`config.mk`:
```
export PLATFORM = sky130hd
export DESIGN_NAME = packet_sequence_block_placer_core_flat
export DESIGN_NICKNAME = d
export VERILOG_FILES = /design/src/rtl/core/psbp_pkg.sv /design/src/rtl/core/psbp_in_if.sv /design/src/rtl/core/psbp_out_if.sv /design/src/rtl/core/psbp_front.sv /design/src/rtl/core/psbp_queue.sv /design/src/rtl/core/psbp_div.sv /design/src/rtl/core/psbp_back.sv /design/src/rtl/core/packet_sequence_block_placer_core.sv /design/src/flat_wrapper.sv
export SDC_FILE = /design/constraint.sdc
export NUM_CORES = 2
export LEC_CHECK = 0
export BUFFER_PORTS_ARGS = -buffer_cell sky130_fd_sc_hd__buf_4
export CAP_MARGIN = 20
export CORE_MARGIN = 5
export CORE_UTILIZATION = 30
export DETAILED_ROUTE_END_ITERATION = 12
export PLACE_DENSITY = 0.48
export SLEW_MARGIN = 20
export SYNTH_ARGS = -nofsm -noshare
export SYNTH_HDL_FRONTEND = slang
export SYNTH_SLANG_ARGS = --single-unit
```
`constraint.sdc`:
```
create_clock -name clk_i -period 9.7 [get_ports clk_i]
set_input_delay 0.485 -clock clk_i [delete_from_list [all_inputs] [get_ports clk_i]]
set_output_delay 0.485 -clock clk_i [all_outputs]
set_load 0.05 [all_outputs]
```
`src/rtl/core/psbp_pkg.sv`:
```
// Shared types, widths, codes and reset values of the packet sequence block placer.
package psbp_pkg;

  localparam int unsigned SEQ_W      = 64;
  localparam int unsigned WIN_W      = 32;
  localparam int unsigned PPB_W      = 17;
  localparam int unsigned SLOT_W     = 16;
  localparam int unsigned COUNT_W    = 32;
  localparam int unsigned CAUGHT_W   = 17;
  localparam int unsigned KIND_W     = 3;
  localparam int unsigned APB_DATA_W = 64;
  localparam int unsigned APB_ADDR_W = 5;

  localparam int unsigned MAX_SLOTS_DEF = 65536;
  localparam int unsigned QUEUE_DEPTH   = 2;

  localparam logic [SEQ_W-1:0] START_SEQ_RST    = SEQ_W'(1);
  localparam logic [WIN_W-1:0] START_WINDOW_RST = WIN_W'(1000);
  localparam logic [PPB_W-1:0] PPB_RST          = PPB_W'(65536);
  localparam logic             ZERO_DATA_RST    = 1'b0;

  typedef enum logic [KIND_W-1:0] {
    KIND_FILL  = 3'd0,
    KIND_WRITE = 3'd1,
    KIND_DONE  = 3'd2,
    KIND_PRE   = 3'd3,
    KIND_SKIP  = 3'd4,
    KIND_DISC  = 3'd5
  } kind_e;

  typedef enum logic [1:0] {
    REG_START_SEQ    = 2'd0,
    REG_START_WINDOW = 2'd1,
    REG_PPB          = 2'd2,
    REG_ZERO_DATA    = 2'd3
  } reg_idx_e;

  typedef enum logic {
    OP_PACKET = 1'b0,
    OP_STOP   = 1'b1
  } op_e;

  typedef enum logic [3:0] {
    ST_IDLE,
    ST_PRE,
    ST_LOCATE,
    ST_FILL,
    ST_DONE,
    ST_DIV,
    ST_DIV_WAIT,
    ST_SKIP,
    ST_WRITE,
    ST_DISC
  } back_state_e;

  typedef struct packed {
    logic [SEQ_W-1:0] start_seq;
    logic [WIN_W-1:0] start_window;
    logic [PPB_W-1:0] ppb;
    logic             zero_data;
  } cfg_t;

  typedef struct packed {
    op_e              op;
    logic             in_window;
    logic [SEQ_W-1:0] seq;
  } cmd_t;

  typedef struct packed {
    logic valid;
    cmd_t head;
  } queue_head_t;

  typedef struct packed {
    kind_e               kind;
    logic [SLOT_W-1:0]   first_slot;
    logic [COUNT_W-1:0]  count;
    logic [CAUGHT_W-1:0] caught;
    logic                write_zeros;
    logic                last;
  } res_t;

endpackage

```
`src/rtl/core/psbp_in_if.sv`:
```
// Input channel: command and sequence number beats.
interface psbp_in_if;
  logic        valid;
  logic        ready;
  logic        cmd;
  logic [63:0] seq_no;

  modport source (output valid, output cmd, output seq_no, input ready);
  modport sink   (input valid, input cmd, input seq_no, output ready);
endinterface

```
`src/rtl/core/psbp_out_if.sv`:
```
// Output channel: placement result beats.
interface psbp_out_if;
  logic        valid;
  logic        ready;
  logic [2:0]  kind;
  logic [15:0] first_slot;
  logic [31:0] count;
  logic [16:0] caught;
  logic        write_zeros;
  logic        last;

  modport source (output valid, output kind, output first_slot, output count,
                  output caught, output write_zeros, output last, input ready);
  modport sink   (input valid, input kind, input first_slot, input count,
                  input caught, input write_zeros, input last, output ready);
endinterface

```
`src/rtl/core/psbp_front.sv`:
```
// Front end: accepts input beats and classifies them for the command queue.
module psbp_front (
  psbp_in_if.sink         in_i,
  input  psbp_pkg::cfg_t  cfg_i,
  input  logic            full_i,
  output logic            push_o,
  output psbp_pkg::cmd_t  entry_o
);

  logic [psbp_pkg::SEQ_W-1:0] offset;

  assign in_i.ready = !full_i;
  assign push_o     = in_i.valid && !full_i;
  assign offset     = in_i.seq_no - cfg_i.start_seq;

  always_comb begin
    entry_o.op  = in_i.cmd ? psbp_pkg::OP_STOP : psbp_pkg::OP_PACKET;
    entry_o.seq = in_i.seq_no;
    // start window test, never wraps below start_seq
    entry_o.in_window = (in_i.seq_no >= cfg_i.start_seq) &&
                        (offset < psbp_pkg::SEQ_W'(cfg_i.start_window));
  end

endmodule

```
`src/rtl/core/psbp_queue.sv`:
```
// Short command queue between the front end and the placement engine.
module psbp_queue (
  input  logic                  clk_i,
  input  logic                  rst_ni,
  input  logic                  push_i,
  input  psbp_pkg::cmd_t        entry_i,
  output logic                  full_o,
  input  logic                  pop_i,
  output psbp_pkg::queue_head_t head_o
);

  localparam int unsigned PW = (psbp_pkg::QUEUE_DEPTH > 1) ?
                               $clog2(psbp_pkg::QUEUE_DEPTH) : 1;
  localparam int unsigned CW = $clog2(psbp_pkg::QUEUE_DEPTH + 1);

  psbp_pkg::cmd_t mem_q [psbp_pkg::QUEUE_DEPTH];
  logic [PW-1:0]  wr_ptr_q, wr_ptr_d;
  logic [PW-1:0]  rd_ptr_q, rd_ptr_d;
  logic [CW-1:0]  fill_q, fill_d;
  logic           do_push, do_pop;

  assign full_o      = (fill_q == CW'(psbp_pkg::QUEUE_DEPTH));
  assign do_push     = push_i && !full_o;
  assign do_pop      = pop_i && (fill_q != '0);
  assign head_o.valid = (fill_q != '0);
  assign head_o.head  = mem_q[rd_ptr_q];

  always_comb begin
    wr_ptr_d = wr_ptr_q;
    rd_ptr_d = rd_ptr_q;
    fill_d   = fill_q;
    if (do_push) begin
      wr_ptr_d = (wr_ptr_q == PW'(psbp_pkg::QUEUE_DEPTH - 1)) ? '0 : wr_ptr_q + PW'(1);
    end
    if (do_pop) begin
      rd_ptr_d = (rd_ptr_q == PW'(psbp_pkg::QUEUE_DEPTH - 1)) ? '0 : rd_ptr_q + PW'(1);
    end
    case ({do_push, do_pop})
      2'b10:   fill_d = fill_q + CW'(1);
      2'b01:   fill_d = fill_q - CW'(1);
      default: fill_d = fill_q;
    endcase
  end

  always_ff @(posedge clk_i or negedge rst_ni) begin
    if (!rst_ni) begin
      wr_ptr_q <= '0;
      rd_ptr_q <= '0;
      fill_q   <= '0;
    end else begin
      wr_ptr_q <= wr_ptr_d;
      rd_ptr_q <= rd_ptr_d;
      fill_q   <= fill_d;
    end
  end

  always_ff @(posedge clk_i) begin
    if (do_push) begin
      mem_q[wr_ptr_q] <= entry_i;
    end
  end

endmodule

```
`src/rtl/core/psbp_div.sv`:
```
// Radix-2 restoring divider: 64-bit dividend by a block length, one bit a cycle.
module psbp_div #(
  parameter int unsigned DIVISOR_W = 17
) (
  input  logic                       clk_i,
  input  logic                       rst_ni,
  input  logic                       start_i,
  input  logic [psbp_pkg::SEQ_W-1:0] dividend_i,
  input  logic [DIVISOR_W-1:0]       divisor_i,
  output logic                       done_o,
  output logic [psbp_pkg::SEQ_W-1:0] quot_o,
  output logic [DIVISOR_W-1:0]       rem_o
);

  localparam int unsigned STEP_W = $clog2(psbp_pkg::SEQ_W + 1);

  logic                       busy_q;
  logic                       done_q;
  logic [STEP_W-1:0]          step_q;
  logic [psbp_pkg::SEQ_W-1:0] quo_q;
  logic [DIVISOR_W-1:0]       rem_q;
  logic [DIVISOR_W-1:0]       dsr_q;
  logic [DIVISOR_W:0]         trial;
  logic [DIVISOR_W:0]         trial_sub;
  logic                       ge;

  assign trial     = {rem_q, quo_q[psbp_pkg::SEQ_W-1]};
  assign trial_sub = trial - {1'b0, dsr_q};
  assign ge        = (trial >= {1'b0, dsr_q});
  assign done_o    = done_q;
  assign quot_o    = quo_q;
  assign rem_o     = rem_q;

  always_ff @(posedge clk_i or negedge rst_ni) begin
    if (!rst_ni) begin
      busy_q <= 1'b0;
      done_q <= 1'b0;
      step_q <= '0;
    end else if (start_i) begin
      busy_q <= 1'b1;
      done_q <= 1'b0;
      step_q <= '0;
    end else if (busy_q) begin
      step_q <= step_q + STEP_W'(1);
      if (step_q == STEP_W'(psbp_pkg::SEQ_W - 1)) begin
        busy_q <= 1'b0;
        done_q <= 1'b1;
      end
    end else begin
      done_q <= 1'b0;
    end
  end

  // shift quotient bits in behind the dividend
  always_ff @(posedge clk_i) begin
    if (start_i) begin
      quo_q <= dividend_i;
      rem_q <= '0;
      dsr_q <= divisor_i;
    end else if (busy_q) begin
      quo_q <= {quo_q[psbp_pkg::SEQ_W-2:0], ge};
      rem_q <= ge ? trial_sub[DIVISOR_W-1:0] : trial[DIVISOR_W-1:0];
    end
  end

endmodule

```
`src/rtl/core/psbp_back.sv`:
```
// Placement engine: block state, fill, write, close and skip sequencing.
module psbp_back #(
  parameter int unsigned MAX_SLOTS = psbp_pkg::MAX_SLOTS_DEF
) (
  input  logic                  clk_i,
  input  logic                  rst_ni,
  input  psbp_pkg::cfg_t        cfg_i,
  input  psbp_pkg::queue_head_t q_i,
  output logic                  q_pop_o,
  psbp_out_if.source            out_o
);

  localparam int unsigned LW    = $clog2(MAX_SLOTS + 1);
  localparam int unsigned SEQ_W = psbp_pkg::SEQ_W;

  psbp_pkg::back_state_e state_q, state_d;
  logic                           cap_q, cap_d;
  logic [SEQ_W-1:0]               bf_q, bf_d;
  logic [LW-1:0]                  span_q, span_d;
  logic [SEQ_W-1:0]               nxt_q, nxt_d;
  logic [psbp_pkg::CAUGHT_W-1:0]  caught_q, caught_d;
  logic                           adv_q, adv_d;
  logic                           closing_q, closing_d;
  logic [SEQ_W-1:0]               seq_q, seq_d;
  logic [SEQ_W-1:0]               d_q, d_d;
  logic [LW-1:0]                  tgt_q, tgt_d;
  logic [LW-1:0]                  from_q, from_d;
  logic [psbp_pkg::COUNT_W-1:0]   cnt_q, cnt_d;
  logic                           out_vld_q, out_vld_d;
  psbp_pkg::res_t                 res_q, res_d;

  logic [LW-1:0]      cfg_span;
  logic [LW-1:0]      span_p1;
  logic               out_free;
  logic               load;
  logic               pop_stop;
  logic               lt;
  logic [SEQ_W-1:0]   diff;
  logic               over;
  logic [SEQ_W-1:0]   from_full;
  logic [LW-1:0]      from_loc;
  logic [SEQ_W-1:0]   blk_off;
  logic [31:0]        tgt_wide;
  logic [31:0]        from_wide;
  logic [31:0]        len_wide;
  logic               div_start;
  logic               div_done;
  logic [SEQ_W-1:0]   div_quot;
  logic [LW-1:0]      div_rem;

  psbp_div #(.DIVISOR_W(LW)) u_div (
    .clk_i      (clk_i),
    .rst_ni     (rst_ni),
    .start_i    (div_start),
    .dividend_i (d_q),
    .divisor_i  (span_p1),
    .done_o     (div_done),
    .quot_o     (div_quot),
    .rem_o      (div_rem)
  );

  // block length: zero taken as one, clamped to the slot capacity
  always_comb begin
    if (cfg_i.ppb == '0) begin
      cfg_span = '0;
    end else if (32'(cfg_i.ppb) > 32'(MAX_SLOTS)) begin
      cfg_span = LW'(MAX_SLOTS - 1);
    end else begin
      cfg_span = LW'(cfg_i.ppb - psbp_pkg::PPB_W'(1));
    end
  end

  assign span_p1   = span_q + LW'(1);
  assign out_free  = !out_vld_q || out_o.ready;
  assign lt        = (seq_q < bf_q);
  assign diff      = seq_q - bf_q;
  assign over      = (diff > SEQ_W'(span_q));
  assign from_full = nxt_q - bf_q;
  assign from_loc  = (nxt_q < bf_q) ? '0 : from_full[LW-1:0];
  assign blk_off   = nxt_q - bf_q;
  assign tgt_wide  = 32'(tgt_q);
  assign from_wide = 32'(from_q);
  assign len_wide  = 32'(tgt_q - from_q);
  assign pop_stop  = (state_q == psbp_pkg::ST_IDLE) && q_i.valid &&
                     (q_i.head.op == psbp_pkg::OP_STOP);

  always_comb begin
    state_d   = state_q;
    cap_d     = cap_q;
    bf_d      = bf_q;
    span_d    = span_q;
    nxt_d     = nxt_q;
    caught_d  = caught_q;
    adv_d     = adv_q;
    closing_d = closing_q;
    seq_d     = seq_q;
    d_d       = d_q;
    tgt_d     = tgt_q;
    from_d    = from_q;
    cnt_d     = cnt_q;
    res_d     = res_q;
    load      = 1'b0;
    q_pop_o   = 1'b0;
    div_start = 1'b0;

    case (state_q)
      psbp_pkg::ST_IDLE: begin
        if (q_i.valid) begin
          q_pop_o = 1'b1;
          seq_d   = q_i.head.seq;
          adv_d   = 1'b0;
          if (q_i.head.op == psbp_pkg::OP_STOP) begin
            cap_d = 1'b0;
          end else if (!cap_q) begin
            if (q_i.head.in_window) begin
              // open the first block at start_seq
              cap_d    = 1'b1;
              caught_d = '0;
              bf_d     = cfg_i.start_seq;
              span_d   = cfg_span;
              nxt_d    = cfg_i.start_seq;
              state_d  = psbp_pkg::ST_LOCATE;
            end else begin
              state_d = psbp_pkg::ST_PRE;
            end
          end else begin
            state_d = psbp_pkg::ST_LOCATE;
          end
        end
      end

      psbp_pkg::ST_PRE: begin
        if (out_free) begin
          load    = 1'b1;
          res_d   = '{kind: psbp_pkg::KIND_PRE, first_slot: '0, count: '0,
                      caught: '0, write_zeros: 1'b0, last: 1'b1};
          state_d = psbp_pkg::ST_IDLE;
        end
      end

      psbp_pkg::ST_LOCATE: begin
        d_d    = diff;
        from_d = from_loc;
        if (lt) begin
          state_d = psbp_pkg::ST_DISC;
        end else if (over) begin
          if (adv_q) begin
            state_d = psbp_pkg::ST_DIV;
          end else begin
            // close the block: fill to its end first
            tgt_d     = span_p1;
            closing_d = 1'b1;
            state_d   = psbp_pkg::ST_FILL;
          end
        end else begin
          tgt_d     = diff[LW-1:0];
          closing_d = 1'b0;
          state_d   = psbp_pkg::ST_FILL;
        end
      end

      psbp_pkg::ST_FILL: begin
        if (tgt_q > from_q) begin
          if (out_free) begin
            load    = 1'b1;
            res_d   = '{kind: psbp_pkg::KIND_FILL, first_slot: from_wide[15:0],
                        count: len_wide, caught: '0, write_zeros: 1'b0, last: 1'b0};
            state_d = closing_q ? psbp_pkg::ST_DONE : psbp_pkg::ST_WRITE;
          end
        end else begin
          state_d = closing_q ? psbp_pkg::ST_DONE : psbp_pkg::ST_WRITE;
        end
      end

      psbp_pkg::ST_DONE: begin
        if (out_free) begin
          load     = 1'b1;
          res_d    = '{kind: psbp_pkg::KIND_DONE, first_slot: '0, count: '0,
                       caught: caught_q, write_zeros: 1'b0, last: 1'b0};
          caught_d = '0;
          // advance the window to the slot after the block end
          bf_d     = bf_q + SEQ_W'(span_q) + SEQ_W'(1);
          nxt_d    = bf_q + SEQ_W'(span_q) + SEQ_W'(1);
          span_d   = cfg_span;
          adv_d    = 1'b1;
          state_d  = psbp_pkg::ST_LOCATE;
        end
      end

      psbp_pkg::ST_DIV: begin
        div_start = 1'b1;
        state_d   = psbp_pkg::ST_DIV_WAIT;
      end

      psbp_pkg::ST_DIV_WAIT: begin
        if (div_done) begin
          // jump whole blocks: new start is the packet minus its slot
          bf_d      = seq_q - SEQ_W'(div_rem);
          nxt_d     = seq_q - SEQ_W'(div_rem);
          cnt_d     = (div_quot[SEQ_W-1:32] != '0) ? '1 : div_quot[31:0];
          tgt_d     = div_rem;
          from_d    = '0;
          closing_d = 1'b0;
          state_d   = psbp_pkg::ST_SKIP;
        end
      end

      psbp_pkg::ST_SKIP: begin
        if (out_free) begin
          load    = 1'b1;
          res_d   = '{kind: psbp_pkg::KIND_SKIP, first_slot: '0, count: cnt_q,
                      caught: '0, write_zeros: 1'b0, last: 1'b0};
          state_d = psbp_pkg::ST_FILL;
        end
      end

      psbp_pkg::ST_WRITE: begin
        if (out_free) begin
          load    = 1'b1;
          res_d   = '{kind: psbp_pkg::KIND_WRITE, first_slot: tgt_wide[15:0],
                      count: '0, caught: '0, write_zeros: cfg_i.zero_data,
                      last: 1'b1};
          if (caught_q != '1) begin
            caught_d = caught_q + psbp_pkg::CAUGHT_W'(1);
          end
          nxt_d   = seq_q + SEQ_W'(1);
          state_d = psbp_pkg::ST_IDLE;
        end
      end

      psbp_pkg::ST_DISC: begin
        if (out_free) begin
          load    = 1'b1;
          res_d   = '{kind: psbp_pkg::KIND_DISC, first_slot: '0, count: '0,
                      caught: '0, write_zeros: 1'b0, last: 1'b1};
          state_d = psbp_pkg::ST_IDLE;
        end
      end

      default: begin
        state_d = psbp_pkg::ST_IDLE;
      end
    endcase

    if (load) begin
      out_vld_d = 1'b1;
    end else if (out_o.ready) begin
      out_vld_d = 1'b0;
    end else begin
      out_vld_d = out_vld_q;
    end
  end

  always_ff @(posedge clk_i or negedge rst_ni) begin
    if (!rst_ni) begin
      state_q   <= psbp_pkg::ST_IDLE;
      cap_q     <= 1'b0;
      bf_q      <= '0;
      span_q    <= '0;
      nxt_q     <= '0;
      caught_q  <= '0;
      adv_q     <= 1'b0;
      closing_q <= 1'b0;
      out_vld_q <= 1'b0;
    end else begin
      state_q   <= state_d;
      cap_q     <= cap_d;
      bf_q      <= bf_d;
      span_q    <= span_d;
      nxt_q     <= nxt_d;
      caught_q  <= caught_d;
      adv_q     <= adv_d;
      closing_q <= closing_d;
      out_vld_q <= out_vld_d;
    end
  end

  always_ff @(posedge clk_i) begin
    seq_q  <= seq_d;
    d_q    <= d_d;
    tgt_q  <= tgt_d;
    from_q <= from_d;
    cnt_q  <= cnt_d;
    res_q  <= res_d;
  end

  assign out_o.valid       = out_vld_q;
  assign out_o.kind        = res_q.kind;
  assign out_o.first_slot  = res_q.first_slot;
  assign out_o.count       = res_q.count;
  assign out_o.caught      = res_q.caught;
  assign out_o.write_zeros = res_q.write_zeros;
  assign out_o.last        = res_q.last;

  a_locate_capturing: assert property (@(posedge clk_i) disable iff (!rst_ni)
    (state_q == psbp_pkg::ST_LOCATE) |-> cap_q)
    else $error("locating a packet while not capturing");

  a_write_in_block: assert property (@(posedge clk_i) disable iff (!rst_ni)
    (load && (res_d.kind == psbp_pkg::KIND_WRITE)) |-> (tgt_q <= span_q))
    else $error("data write slot beyond the block");

  a_stop_ends_capture: assert property (@(posedge clk_i) disable iff (!rst_ni)
    $fell(cap_q) |-> $past(pop_stop))
    else $error("capture ended without a stop command");

  a_prev_in_block: assert property (@(posedge clk_i) disable iff (!rst_ni)
    ((state_q == psbp_pkg::ST_IDLE) && cap_q) |->
      (blk_off <= (SEQ_W'(span_q) + SEQ_W'(1))))
    else $error("previous sequence lies outside the open block");

endmodule

```
`src/rtl/core/packet_sequence_block_placer_core.sv`:
```
// Top level: register port, front end, command queue and placement engine.
// Result beats are registered. A prestart passes the idle and prestart states; a discard or fill
// run also passes locate; a lone data write passes locate and fill first. Commands run one at a
// time; closing adds the fill and done states and a multi-block skip waits on the 64-step divider.
// The two-entry command queue takes new beats while the engine works or the output stalls.
// Reset clears capture state, queue and output register and loads register reset values at once.
module packet_sequence_block_placer_core #(
  parameter int unsigned MAX_SLOTS = psbp_pkg::MAX_SLOTS_DEF
) (
  input  logic                            clk_i,
  input  logic                            rst_ni,
  psbp_in_if.sink                         in_i,
  psbp_out_if.source                      out_o,
  input  logic                            psel,
  input  logic                            penable,
  input  logic                            pwrite,
  input  logic [psbp_pkg::APB_ADDR_W-1:0] paddr,
  input  logic [psbp_pkg::APB_DATA_W-1:0] pwdata,
  output logic [psbp_pkg::APB_DATA_W-1:0] prdata,
  output logic                            pready
);

  psbp_pkg::cfg_t        cfg_q, cfg_d;
  psbp_pkg::reg_idx_e    reg_idx;
  logic                  wr_en;
  logic                  q_full;
  logic                  q_push;
  logic                  q_pop;
  psbp_pkg::cmd_t        q_entry;
  psbp_pkg::queue_head_t q_head;

  assign pready  = 1'b1;
  assign wr_en   = psel && penable && pwrite;
  assign reg_idx = psbp_pkg::reg_idx_e'(paddr[4:3]);

  always_comb begin
    cfg_d = cfg_q;
    if (wr_en) begin
      case (reg_idx)
        psbp_pkg::REG_START_SEQ:    cfg_d.start_seq    = pwdata;
        psbp_pkg::REG_START_WINDOW: cfg_d.start_window = pwdata[psbp_pkg::WIN_W-1:0];
        psbp_pkg::REG_PPB:          cfg_d.ppb          = pwdata[psbp_pkg::PPB_W-1:0];
        psbp_pkg::REG_ZERO_DATA:    cfg_d.zero_data    = pwdata[0];
        default:                    cfg_d = cfg_q;
      endcase
    end
  end

  always_comb begin
    case (reg_idx)
      psbp_pkg::REG_START_SEQ:    prdata = cfg_q.start_seq;
      psbp_pkg::REG_START_WINDOW: prdata = psbp_pkg::APB_DATA_W'(cfg_q.start_window);
      psbp_pkg::REG_PPB:          prdata = psbp_pkg::APB_DATA_W'(cfg_q.ppb);
      psbp_pkg::REG_ZERO_DATA:    prdata = psbp_pkg::APB_DATA_W'(cfg_q.zero_data);
      default:                    prdata = '0;
    endcase
  end

  always_ff @(posedge clk_i or negedge rst_ni) begin
    if (!rst_ni) begin
      cfg_q.start_seq    <= psbp_pkg::START_SEQ_RST;
      cfg_q.start_window <= psbp_pkg::START_WINDOW_RST;
      cfg_q.ppb          <= psbp_pkg::PPB_RST;
      cfg_q.zero_data    <= psbp_pkg::ZERO_DATA_RST;
    end else begin
      cfg_q <= cfg_d;
    end
  end

  psbp_front u_front (
    .in_i    (in_i),
    .cfg_i   (cfg_q),
    .full_i  (q_full),
    .push_o  (q_push),
    .entry_o (q_entry)
  );

  psbp_queue u_queue (
    .clk_i   (clk_i),
    .rst_ni  (rst_ni),
    .push_i  (q_push),
    .entry_i (q_entry),
    .full_o  (q_full),
    .pop_i   (q_pop),
    .head_o  (q_head)
  );

  psbp_back #(.MAX_SLOTS(MAX_SLOTS)) u_back (
    .clk_i   (clk_i),
    .rst_ni  (rst_ni),
    .cfg_i   (cfg_q),
    .q_i     (q_head),
    .q_pop_o (q_pop),
    .out_o   (out_o)
  );

endmodule
```
`src/flat_wrapper.sv`:
```
// flat-port wrapper written by rule: the top's interface ports become plain ports
module packet_sequence_block_placer_core_flat 
#(
  parameter int unsigned MAX_SLOTS = psbp_pkg::MAX_SLOTS_DEF
)
  (clk_i, rst_ni, psel, penable, pwrite, paddr, pwdata, prdata, pready, in_i_valid, in_i_cmd, in_i_seq_no, in_i_ready, out_o_valid, out_o_kind, out_o_first_slot, out_o_count, out_o_caught, out_o_write_zeros, out_o_last, out_o_ready);
  psbp_in_if in_i_i ();
  psbp_out_if out_o_i ();
  input  logic clk_i;
  input  logic rst_ni;
  input  logic psel;
  input  logic penable;
  input  logic pwrite;
  input  logic [psbp_pkg::APB_ADDR_W-1:0] paddr;
  input  logic [psbp_pkg::APB_DATA_W-1:0] pwdata;
  output logic [psbp_pkg::APB_DATA_W-1:0] prdata;
  output logic pready;
  input wire logic [$bits(in_i_i.valid)-1:0] in_i_valid;
  input wire logic [$bits(in_i_i.cmd)-1:0] in_i_cmd;
  input wire logic [$bits(in_i_i.seq_no)-1:0] in_i_seq_no;
  output wire logic [$bits(in_i_i.ready)-1:0] in_i_ready;
  output wire logic [$bits(out_o_i.valid)-1:0] out_o_valid;
  output wire logic [$bits(out_o_i.kind)-1:0] out_o_kind;
  output wire logic [$bits(out_o_i.first_slot)-1:0] out_o_first_slot;
  output wire logic [$bits(out_o_i.count)-1:0] out_o_count;
  output wire logic [$bits(out_o_i.caught)-1:0] out_o_caught;
  output wire logic [$bits(out_o_i.write_zeros)-1:0] out_o_write_zeros;
  output wire logic [$bits(out_o_i.last)-1:0] out_o_last;
  input wire logic [$bits(out_o_i.ready)-1:0] out_o_ready;
  assign in_i_i.valid = in_i_valid;
  assign in_i_i.cmd = in_i_cmd;
  assign in_i_i.seq_no = in_i_seq_no;
  assign in_i_ready = in_i_i.ready;
  assign out_o_valid = out_o_i.valid;
  assign out_o_kind = out_o_i.kind;
  assign out_o_first_slot = out_o_i.first_slot;
  assign out_o_count = out_o_i.count;
  assign out_o_caught = out_o_i.caught;
  assign out_o_write_zeros = out_o_i.write_zeros;
  assign out_o_last = out_o_i.last;
  assign out_o_i.ready = out_o_ready;
  packet_sequence_block_placer_core #(.MAX_SLOTS(MAX_SLOTS)) u_core (.clk_i(clk_i), .rst_ni(rst_ni), .in_i(in_i_i), .out_o(out_o_i), .psel(psel), .penable(penable), .pwrite(pwrite), .paddr(paddr), .pwdata(pwdata), .prdata(prdata), .pready(pready));
endmodule
```
==> flow_summary.toml <==
[run_status]
status = "complete, no violations"

[cells_and_area]
syn_to_final_growth_pct = 18.1
fin_util_pct = 35.7
nNetsFinal = 5952
drive_gt1_share_pct = 11.5

[placement]
place_ws_ns = 2.37
dp.final_hpwl_um = 130000
port_buffers = 273
place_congestion = 0.903

[power]
leakage_uw = 0.0233
cellPowerDensity_mw_per_mm2 = 373
ir_worst_vdd_v = 0.000216

[detailed_routing]
firstDrtPassIters = 6
drtIter0Drc = 3162
top_layer = "met4"
vias_per_cell = 5.15
drc = 0
vias = 39900
routedWlPerCell_um = 21.7
drtAntennaViolNets = 0
wl_met2_um = 74200
wl_met3_um = 7440
wl_met1_um = 82100
drt-total-wl_um = 168000

[clock_network]
clock-sinks = 790
worst_skew_pair.late_latency_ns = 0.72
cts_tree = "done"
post_cts_resized = 0
cts_buffers = 95
clk_pin_slew_ns = 0.06
cts_root_buf = "clkbuf_16"
cts.htree.levels = 3
clockBufferDepth = 3

[global_route]
grt_overflow = 0
grt_max_degree = 153
first_global_vias = 39300
grt_usage_pct = 18.9
grt_antenna_before_repair = 8
grt_first_pass_wirelength_um = 253000

[floorplanning]
initial_core_util_pct = 30.2
die_h_um = 415
io_pins = 278
dieArea_mm2 = 0.172
row_count = 148
die_x_um = 415
core_mm2 = 0.163

[logic_synthesis]
synth-seq-cells = 790
netlist_area_mm2 = 0.0492
synth.area.top_cells = "edfxtp_1 29%, dfrtp_1 15%, ha_1 8.0%"
syn_nets = 5665
synth_top_flop_cell = "edfxtp_1"
synth.largest_area_cell = "edfxtp_1"
ys_types = 98
synth_commonest_cells = "662 x nand2_1, 476 x edfxtp_1, 372 x o21ai_0"
synth_cells = 5202
avgSynthCellArea_um2 = 9.45
async_flop_share_pct = 37.6
yosys.cell_count.top_type = "nand2_1"
synth_edf_count = 476
synth.top_cell.area_share_pct = 29.1
synth-seq-area-share_pct = 44.9
ys_warn_count = 0

[timing]
fin_crit_ns = 7.41
tightestPinTransition_ns = 1.03
fmax_mhz = 135
post-route-period-util_pct = 76.4
fin_worst_skew_ns = 0.0491
setup_tns_ns = 0
grt_setup_unrepaired = "false"
hold_ws_ns = 0.0637
setup_ws_ns = 2.29
slew_viol_final = 0
max_slew_margin_pct = 31.1
setup_viol = 0
finalHoldViolations = 0

[worst_setup_path]
critical_path.startpoint_type = "flip-flop"
cp_common_cell = "a21o_1"
critPathRequiredTime_ns = 10.20
crit_type = "reg -> reg"
rr_startpoint = "u_core.cfg_q[50]"
critPathLaunch = "u_core.cfg_q[50]"
critPathMaxFanout = 5
crit_arrival_ns = 7.92
crit_path_max_incr_delay_ns = 0.58
cpMaxStageDelayCell = "dfstp_2"
worst_setup_path_end_kind = "flip-flop"

[run]
cap_violations = 0

[worst_hold_path]
hp-class = "in -> reg"
min_from = "pwdata[36]"
[per-layer routing]
metal,vias up,GRT usage [%]
met2,957,29.5
met3,207,2.10
met4,0,5.58
met5,-,0
met1,19300,27.6
li1,19400,-
[cell families after synthesis]
family | Yosys count | synth area share, %
DFF | 790 | 44.9
and+or+nand+nor | 1721 | 16.4
AOI/OAI and AO/OA | 1309 | 16.5
muxes | 146 | 3.21
buffers and inverters | 563 | 4.38
adders and majority gates | 324 | 8.34
other | 1 | 0.00763
xor gates and xnor gates | 348 | 6.20
[final cells by class]
| class | count | area [um^2] |
|---|---|---|
| tap | 2175 | 2720 |
| inverter | 311 | 1170 |
| antenna | 2 | 5.00 |
| clock inverter | 58 | 753 |
| timing repair buffer | 442 | 3630 |
| fill | 16400 | 105000 |
| sequential | 790 | 22100 |
| clock buffer | 120 | 2620 |
| multi-input combinational | 3849 | 25100 |
[where the power goes]
part           switching [uW]  leakage [uW]  internal (uW)
clock network            1540       0.00162           2300
registers                1170       0.00797           5330
logic                    7260        0.0137           4080
[path summary, 6_finish.rpt]
kind                                                     to  cells after the start  slack (ns)
worst max register to register  u_core.u_queue.mem_q[0][64]                     28        2.29
max in group asynchronous           u_core.u_back.nxt_q[59]                      3        7.83
worst min-delay path                       u_core.cfg_q[86]                      3        0.06
worst max-delay path            u_core.u_queue.mem_q[0][64]                     28        2.29
worst min register to register      u_core.u_back.nxt_q[63]                      1        0.49
min in group asynchronous                  u_core.cfg_q[56]                      2        0.42
[state kept, by name (all words and copies together) (netlist names), 32 cells and up]
name                        count
u_core.cfg_q                  114
u_core.u_back.bf_q             64
u_core.u_back.cnt_q            32
u_core.u_back.d_q              64
u_core.u_back.nxt_q            64
u_core.u_back.out_o.count      32
u_core.u_back.seq_q            64
u_core.u_back.u_div.quot_o     64
u_core.u_queue.mem_q          132
[timing repair]
| item | CTS | global route |
|---|---|---|
| hold endpoints to repair | 277 | 0 |
| buffers inserted | 0 | 0 |
| hold buffers | 111 | 0 |
[worst max-delay path, delay by kind of cell (launching register included)]
family	cells	cell delay (ns)
AOI/OAI and AO/OA	15	3.32
and+or+nand+nor	7	2.22
adders and majority gates	3	0.80
DFF	1	0.58
buffers and inverters	2	0.21
xor gates and xnor gates	1	0.09
[cell usage in the layout (no fill, tap or decap), types with 62 or more instances in the layout]
cell type,count
nand2_1,660
edfxtp_1,476
o21ai_0,372
a21oi_1,343
nor2_1,339
buf_4,326
ha_1,315
inv_1,310
dfrtp_1,288
xnor2_1,220
xor2_1,128
nor3_1,122
nand4_1,112
dlygate4sd3_1,111
nand3_1,103
clkbuf_16,98
a21o_1,90
a31oi_1,87
mux2_2,85
or3_1,66
a22oi_1,62
[metrics by stage]
stage,total power (uW),instances,instance area [um^2]
after detailed placement,17800,7456,53600
after floorplan,14100,5202,49200
after CTS,21800,7745,58000
after global routing,23200,7745,58000
final,21700,7747,58000
after global placement,17700,7453,53500
Note: power is estimated with default switching activity, not from simulation.
